<file path="config.mk">
export PLATFORM = sky130hd
export DESIGN_NAME = frame_header_length_checksum_check_unit
export DESIGN_NICKNAME = d
export VERILOG_FILES = /design/src/hw/rtl/fhlc_pkg.sv /design/src/hw/rtl/fhlc_frame_check.sv /design/src/hw/rtl/fhlc_out_reg.sv /design/src/hw/rtl/frame_header_length_checksum_check_unit.sv
export SDC_FILE = /design/constraint.sdc
export NUM_CORES = 1
export LEC_CHECK = 0
export ABC_CLOCK_PERIOD_IN_PS = 6120
export BUFFER_PORTS_ARGS = -buffer_cell sky130_fd_sc_hd__buf_2
export CORE_AREA = 8 8 119 93
export DETAILED_ROUTE_END_ITERATION = 7
export DIE_AREA = 0 0 127 101
export PLACE_DENSITY = 0.72
export SETUP_SLACK_MARGIN = 0.2
export SLEW_MARGIN = 20
export SYNTH_ARGS = -nofsm -noshare
export SYNTH_HDL_FRONTEND = slang
export SYNTH_SLANG_ARGS = --single-unit
</file>
<file path="constraint.sdc">
create_clock -name clk -period 6.12 [get_ports clk]
set_input_delay 0.612 -clock clk [delete_from_list [all_inputs] [get_ports clk]]
set_output_delay 0.612 -clock clk [all_outputs]
set_load 0.1 [all_outputs]
</file>
<file path="src/hw/rtl/fhlc_pkg.sv">
// ----------------------------------------------------------------------------
// fhlc_pkg
// Shared types and constants of the frame header, length and checksum checker.
// ----------------------------------------------------------------------------
package fhlc_pkg;

	// Frame limits
	localparam logic [8:0] COUNT_MAX     = 9'd511;
	localparam logic [8:0] MIN_FRAME     = 9'd5;
	localparam logic [8:0] LENGTH_OFFSET = 9'd3;

	// Header register reset values ('T' and 'G')
	localparam logic [7:0] HEADER_FIRST_RST  = 8'd84;
	localparam logic [7:0] HEADER_SECOND_RST = 8'd71;

	// Configuration register indexes
	typedef enum logic [0:0] {
		REG_HEADER_FIRST  = 1'b0,
		REG_HEADER_SECOND = 1'b1
	} reg_index_t;

	// Frame verdict codes
	typedef enum logic [2:0] {
		ST_VALID        = 3'd0,
		ST_TOO_SHORT    = 3'd1,
		ST_BAD_HEADER   = 3'd2,
		ST_LEN_MISMATCH = 3'd3,
		ST_SUM_MISMATCH = 3'd4
	} status_t;

	// One received byte
	typedef struct packed {
		logic [7:0] data_byte;
		logic       last_byte;
	} in_item_t;

	// One frame verdict
	typedef struct packed {
		status_t    status;
		logic [7:0] sender_high;
		logic [7:0] sender_low;
		logic [7:0] declared_length;
	} out_item_t;

	// Handshake between the frame checker stage and the result register
	typedef struct packed {
		logic load;     // result register takes a verdict this cycle
		logic can_load; // result register is empty or being drained
	} res_ctrl_t;

endpackage

</file>
<file path="src/hw/rtl/fhlc_frame_check.sv">
// ----------------------------------------------------------------------------
// fhlc_frame_check
// Per-frame state (byte count, running sum, header match, length and sender
// bytes) and the combinational verdict for a final byte.
// ----------------------------------------------------------------------------
module fhlc_frame_check (
	input  logic               clk,
	input  logic               arst_n,
	input  logic               step,          // item in the input stage is consumed
	input  fhlc_pkg::in_item_t item,
	input  logic [7:0]         header_first,
	input  logic [7:0]         header_second,
	output fhlc_pkg::out_item_t result
);
	import fhlc_pkg::*;

	logic [8:0] byte_count_q;
	logic [7:0] running_sum_q;
	logic       header_match_q;
	logic [7:0] length_byte_q;
	logic [7:0] sender_first_q;
	logic [7:0] sender_second_q;

	logic [8:0] frame_len;
	status_t    status;

	// Frame length including the final byte, saturated
	assign frame_len = (byte_count_q < COUNT_MAX) ? (byte_count_q + 9'd1) : COUNT_MAX;

	// Verdict, first failing check wins
	always_comb begin
		priority if (frame_len < MIN_FRAME) begin
			status = ST_TOO_SHORT;
		end else if (!header_match_q) begin
			status = ST_BAD_HEADER;
		end else if ({1'b0, length_byte_q} != (frame_len - LENGTH_OFFSET)) begin
			status = ST_LEN_MISMATCH;
		end else if (running_sum_q != item.data_byte) begin
			status = ST_SUM_MISMATCH;
		end else begin
			status = ST_VALID;
		end
	end

	assign result.status          = status;
	assign result.sender_high     = sender_first_q;
	assign result.sender_low      = sender_second_q;
	assign result.declared_length = length_byte_q;

	// Frame state: capture fields by position, clear after the final byte
	always_ff @(posedge clk or negedge arst_n) begin
		if (!arst_n) begin
			byte_count_q    <= '0;
			running_sum_q   <= '0;
			header_match_q  <= 1'b1;
			length_byte_q   <= '0;
			sender_first_q  <= '0;
			sender_second_q <= '0;
		end else if (step) begin
			if (item.last_byte) begin
				byte_count_q    <= '0;
				running_sum_q   <= '0;
				header_match_q  <= 1'b1;
				length_byte_q   <= '0;
				sender_first_q  <= '0;
				sender_second_q <= '0;
			end else begin
				unique case (byte_count_q)
					9'd0: begin
						if (item.data_byte != header_first) header_match_q <= 1'b0;
					end
					9'd1: begin
						if (item.data_byte != header_second) header_match_q <= 1'b0;
					end
					9'd2: length_byte_q   <= item.data_byte;
					9'd3: sender_first_q  <= item.data_byte;
					9'd4: sender_second_q <= item.data_byte;
					default: ;
				endcase
				running_sum_q <= running_sum_q + item.data_byte;
				if (byte_count_q < COUNT_MAX) byte_count_q <= byte_count_q + 9'd1;
			end
		end
	end

	// Frame state is back at its start values after a final byte
	a_clear_after_last: assert property (@(posedge clk) disable iff (!arst_n)
		(step && item.last_byte) |=> (byte_count_q == 9'd0 && running_sum_q == 8'd0
			&& header_match_q))
		else $error("frame state not cleared after final byte");

	// Running sum follows every non-final byte
	a_sum_update: assert property (@(posedge clk) disable iff (!arst_n)
		(step && !item.last_byte)
		|=> running_sum_q == 8'($past(running_sum_q) + $past(item.data_byte)))
		else $error("running sum not updated");

	// Any frame under five bytes reports too short
	a_short: assert property (@(posedge clk) disable iff (!arst_n)
		(step && item.last_byte && byte_count_q < 9'd4) |-> status == ST_TOO_SHORT)
		else $error("short frame not flagged");

endmodule

</file>
<file path="src/hw/rtl/fhlc_out_reg.sv">
// ----------------------------------------------------------------------------
// fhlc_out_reg
// Result register: holds one verdict until the output transaction completes.
// ----------------------------------------------------------------------------
module fhlc_out_reg (
	input  logic                clk,
	input  logic                arst_n,
	input  logic                load,
	input  fhlc_pkg::out_item_t result,
	output logic                can_load,
	output logic                out_valid,
	input  logic                out_ready,
	output fhlc_pkg::out_item_t out_data
);
	import fhlc_pkg::*;

	logic      valid_q;
	out_item_t data_q;

	assign can_load  = !valid_q || out_ready;
	assign out_valid = valid_q;
	assign out_data  = data_q;

	// Valid flag
	always_ff @(posedge clk or negedge arst_n) begin
		if (!arst_n) begin
			valid_q <= 1'b0;
		end else if (load) begin
			valid_q <= 1'b1;
		end else if (out_ready) begin
			valid_q <= 1'b0;
		end
	end

	// Payload, no reset
	always_ff @(posedge clk) begin
		if (load) data_q <= result;
	end

	// A verdict never overwrites one that is still waiting
	a_no_overwrite: assert property (@(posedge clk) disable iff (!arst_n)
		load |-> (!valid_q || out_ready))
		else $error("result register overwritten");

	// Loading always presents a result next cycle
	a_load_shows: assert property (@(posedge clk) disable iff (!arst_n)
		load |=> valid_q)
		else $error("loaded result not shown");

	// A pending, unaccepted result stays valid
	a_hold: assert property (@(posedge clk) disable iff (!arst_n)
		(valid_q && !out_ready) |=> valid_q)
		else $error("pending result dropped");

endmodule

</file>
<file path="src/hw/rtl/frame_header_length_checksum_check_unit.sv">
// ----------------------------------------------------------------------------
// frame_header_length_checksum_check_unit
// Received-frame checker: header, declared length and 8-bit checksum verdict.
// ----------------------------------------------------------------------------
// Accepts one frame byte per cycle unless a final byte is held in the input
// register. A byte lands in the input register and is folded into the frame
// state (count, running sum, header match, length and sender bytes) when it
// leaves that register. A final byte then also writes its verdict into the
// result register, which raises out_valid. Non-final bytes never wait for the
// output side; a final byte waits in the input register only while the
// previous verdict is still held by the result register. Header registers
// are written through cfg_we / cfg_index / cfg_wdata and should be changed
// between frames.
// ----------------------------------------------------------------------------
module frame_header_length_checksum_check_unit (
	input  logic                clk,
	input  logic                arst_n,
	// byte input
	input  logic                in_valid,
	output logic                in_ready,
	input  fhlc_pkg::in_item_t  in_data,
	// verdict output
	output logic                out_valid,
	input  logic                out_ready,
	output fhlc_pkg::out_item_t out_data,
	// configuration write
	input  logic                cfg_we,
	input  logic [0:0]          cfg_index,
	input  logic [7:0]          cfg_wdata
);
	import fhlc_pkg::*;

	logic        valid_s1;
	in_item_t    item_s1;
	logic        step;
	res_ctrl_t   res_ctrl;
	out_item_t   result;
	logic [7:0]  header_first_q;
	logic [7:0]  header_second_q;

	// Header registers
	always_ff @(posedge clk or negedge arst_n) begin
		if (!arst_n) begin
			header_first_q  <= HEADER_FIRST_RST;
			header_second_q <= HEADER_SECOND_RST;
		end else if (cfg_we) begin
			unique case (reg_index_t'(cfg_index))
				REG_HEADER_FIRST:  header_first_q  <= cfg_wdata;
				REG_HEADER_SECOND: header_second_q <= cfg_wdata;
				default: ;
			endcase
		end
	end

	// Input stage advance: final bytes need room in the result register
	assign step          = valid_s1 && (!item_s1.last_byte || res_ctrl.can_load);
	assign res_ctrl.load = step && item_s1.last_byte;
	assign in_ready      = !valid_s1 || step;

	always_ff @(posedge clk or negedge arst_n) begin
		if (!arst_n) begin
			valid_s1 <= 1'b0;
		end else if (in_ready) begin
			valid_s1 <= in_valid;
		end
	end

	always_ff @(posedge clk) begin
		if (in_ready && in_valid) item_s1 <= in_data;
	end

	fhlc_frame_check u_check (
		.clk           (clk),
		.arst_n        (arst_n),
		.step          (step),
		.item          (item_s1),
		.header_first  (header_first_q),
		.header_second (header_second_q),
		.result        (result)
	);

	fhlc_out_reg u_out (
		.clk       (clk),
		.arst_n    (arst_n),
		.load      (res_ctrl.load),
		.result    (result),
		.can_load  (res_ctrl.can_load),
		.out_valid (out_valid),
		.out_ready (out_ready),
		.out_data  (out_data)
	);

	// Input only stalls behind a held final byte
	a_stall_cause: assert property (@(posedge clk) disable iff (!arst_n)
		!in_ready |-> (valid_s1 && item_s1.last_byte && out_valid && !out_ready))
		else $error("input stalled without cause");

	// Non-final bytes always leave the input stage without waiting
	a_nonlast_drains: assert property (@(posedge clk) disable iff (!arst_n)
		(valid_s1 && !item_s1.last_byte) |-> step)
		else $error("non-final byte held");

	// A consumed final byte yields a verdict next cycle
	a_verdict: assert property (@(posedge clk) disable iff (!arst_n)
		(step && item_s1.last_byte) |=> out_valid)
		else $error("final byte gave no verdict");

endmodule

</file>
==> flow_summary.ini <==
[outcome]
status = finished, final reports clean

[detailed_routing]
drc_errors = 0
wl_met2_mm = 4.835
avgViaCountPerCell = 5.964
vias = 3519
drt_wl_total_mm = 10.93
first_iter_violations = 258
met3_length_um = 856
ant_nets = 0
first_pass_iters = 4
wirelength_met1_mm = 5.111
post_drt_wl_per_cell_um = 18.52
maxUsedRoutingLayer = met4

[cells_and_area]
layout_common_cells = 52 x dfrtp_1, 51 x buf_2, 47 x nand2_1, 36 x o21ai_0, 36 x edfxtp_1
instances_no_fill = 590
drive_above_1_share_pct = 22.11
area_delta_synth_final_pct = 12.52
antenna-diode-count = 0
multi_input_area_um2 = 2182
nNetsFinal = 506
regArea_um2 = 2592
final_common_cell = dfrtp_1
fillCellCount = 774

[global_routing]
grt_max_degree = 61
grtUsageTotal_pct = 17.60
grt_first_pass_wirelength_mm = 17.79
antenna_found_initial = 0
grt_pass1_vias = 3462
grt_overflow = 0

[synthesis]
netlist_area_um2 = 4916
synth.distinct_cells = 67
ys_seq_area_share_pct = 52.74
ys_warn_count = 0
synthArstFlopShare_pct = 62.50
synthTopCellsByArea = dfrtp_1 26%, edfxtp_1 22%, dfstp_2 4.3%, o21ai_0 3.7%, mux2_2 3.7%
ys_ff_latch = 96
synth_edf_count = 36
synth-main-ff-cell = dfrtp_1
synth_top_area_cell = dfrtp_1
synthDominantCellAreaShare_pct = 26.47
synth_area_per_cell_um2 = 11.54
syn_inst = 426
synth_fp_nets = 461

[timing]
final_max_slew_viol_count = 0
min_period_ps = 3207
slew_headroom_pct = 24.19
fin_crit_sh_pct = 52.41
hold_viol_final = 0
tns_ps = 0
clock.fmax_mhz = 311.8
worstMarginPinSlew_ps = 1136
setup_viol = 0
setup_slack_ps = 2913
rsz0062_at_grt = false
finalClockSkew_ps = 6.991

[die]
num_io_pins = 52
start_util_pct = 52.81
fp.dieW_um = 127
die_h_um = 101
row_count = 31
dieArea_um2 = 12830
core_area_um2 = 9309

[setup_path]
crit_buf_inv = 0
cp-start-kind = register
cp.arrival_ps = 3400
critPathMaxFanout = 27
crit_chain = nand3b_1 > nand2_1 > nor3_1 > and2_1 > mux2i_1 > o21ai_0
end_kind = register
cp_top_family = simple AND/OR/NAND/NOR gates
slowest_delay_ps = 690
cp_slowest_cell = nor3_1
required_ps = 6310
path_class = reg -> reg

[clocking]
htreeDepth = 3
postCtsSetupRepairBufs = 0
root_buffer = clkbuf_16
numCtsBuffers = 9
cts_resized = 0
cts_tree = done
max-clock-path-buffers = 2
cts.sinks = 96
path_clk_slew_ps = 70
clkLatencyLatePin_ps = 340
cts_hold_buf = 0

[place]
pre_cts_ws_ps = 3003
port_buffers = 51
dp_hpwl_mm = 7.659
place_inst = 575
gp_congestion = 0.9019

[power_and_ir_drop]
switchingPower_uw = 695.4
clkPwrFrac_pct = 29.3
p_int_mw = 1.366
combPwrFrac_pct = 26.4
netSwitchingFraction_pct = 33.73
p_leak_nw = 2.305
irDropWorstVdd_mv = 0.1804
power_density_nw_per_um2 = 372.7
pwr-share-seq_pct = 44.3

[job]
max_cap_viol_count = 0

[min_path]
hold_path_class = in -> async
## metrics by stage
stage / power, mW / hold slack (ps) / utilization, % / instance area (um^2)
5_1_grt: 2.157 / 430.9 / 59.42 / 5532
3_3_place_gp: 1.444 / 458.9 / 55.98 / 5211
3_5_place_dp: 1.468 / 466.2 / 55.98 / 5211
6_report: 2.062 / 415.0 / 59.42 / 5532
4_1_cts: 2.071 / 435.4 / 59.42 / 5532
2_1_floorplan: 1.343 / 316.4 / - / 4916
## flip-flops by register name, indices dropped and copies added, names as in the netlist
signal / count
u_check.byte_count_q: 9
item_s1: 9
u_check.running_sum_q: 8
u_check.header_match_q: 1
u_out.out_valid: 1
u_check.sender_second_q: 8
u_check.sender_first_q: 8
header_second_q: 8
header_first_q: 8
u_check.length_byte_q: 8
valid_s1: 1
u_out.out_data: 27
## area by class of cell
type	count	area share, %
Timing Repair Buffer	52	4.750
Sequential cell	96	46.87
Inverter	8	0.5429
Clock inverter	5	1.470
Multi-Input combinational cell	304	39.45
Clock buffer	10	4.320
Tap cell	115	2.601
## metal layers
metal	global-route usage (%)	vias to the layer above
li1	-	1673
met1	24.55	1707
met2	25.82	129
met3	4.863	10
met4	5.834	0
met5	0	-
## power by group through the flow
stage	Clock (mW)	Sequential, mW	Combinational (mW)
after floorplan	0	1.04	0.306
after global placement	0	0.915	0.529
after detailed placement	0	0.923	0.545
after CTS	0.612	0.912	0.547
after global routing	0.636	0.928	0.592
final	0.604	0.913	0.545
## logic make-up after synthesis
family          share of synthesized area, %
mux                                    7.126
compound gates                         13.16
buf+inv                                2.876
flops                                  52.74
simple gates                           15.09
fa+ha+maj                              3.207
xor+xnor                               5.803
## cell usage after synthesis, drive strengths merged (9+ instances only)
library cell	number
nor2	16
nand2	47
a22o	9
nand3	12
mux2	16
dfrtp	52
ha	11
mux2i	17
o21ai	37
xor2	18
xnor2	11
nor4	9
buf	11
edfxtp	36
## final timing paths
path	slack, ps	cells after the start	endpoint	start
setup reg to reg	2910	6	u_check.sender_first_q[2]	item_s1[0]
max in group asynchronous	5170	2	u_check.byte_count_q[5]	arst_n
min in group clk	440	1	item_s1[6]	in_data[6]
setup / recovery	2910	6	u_check.sender_first_q[2]	item_s1[0]
hold reg to reg	480	0	u_out.out_data[8]	u_check.sender_second_q[0]
hold / removal	420	2	u_check.length_byte_q[5]	arst_n
(Power assumes the default switching activity.)
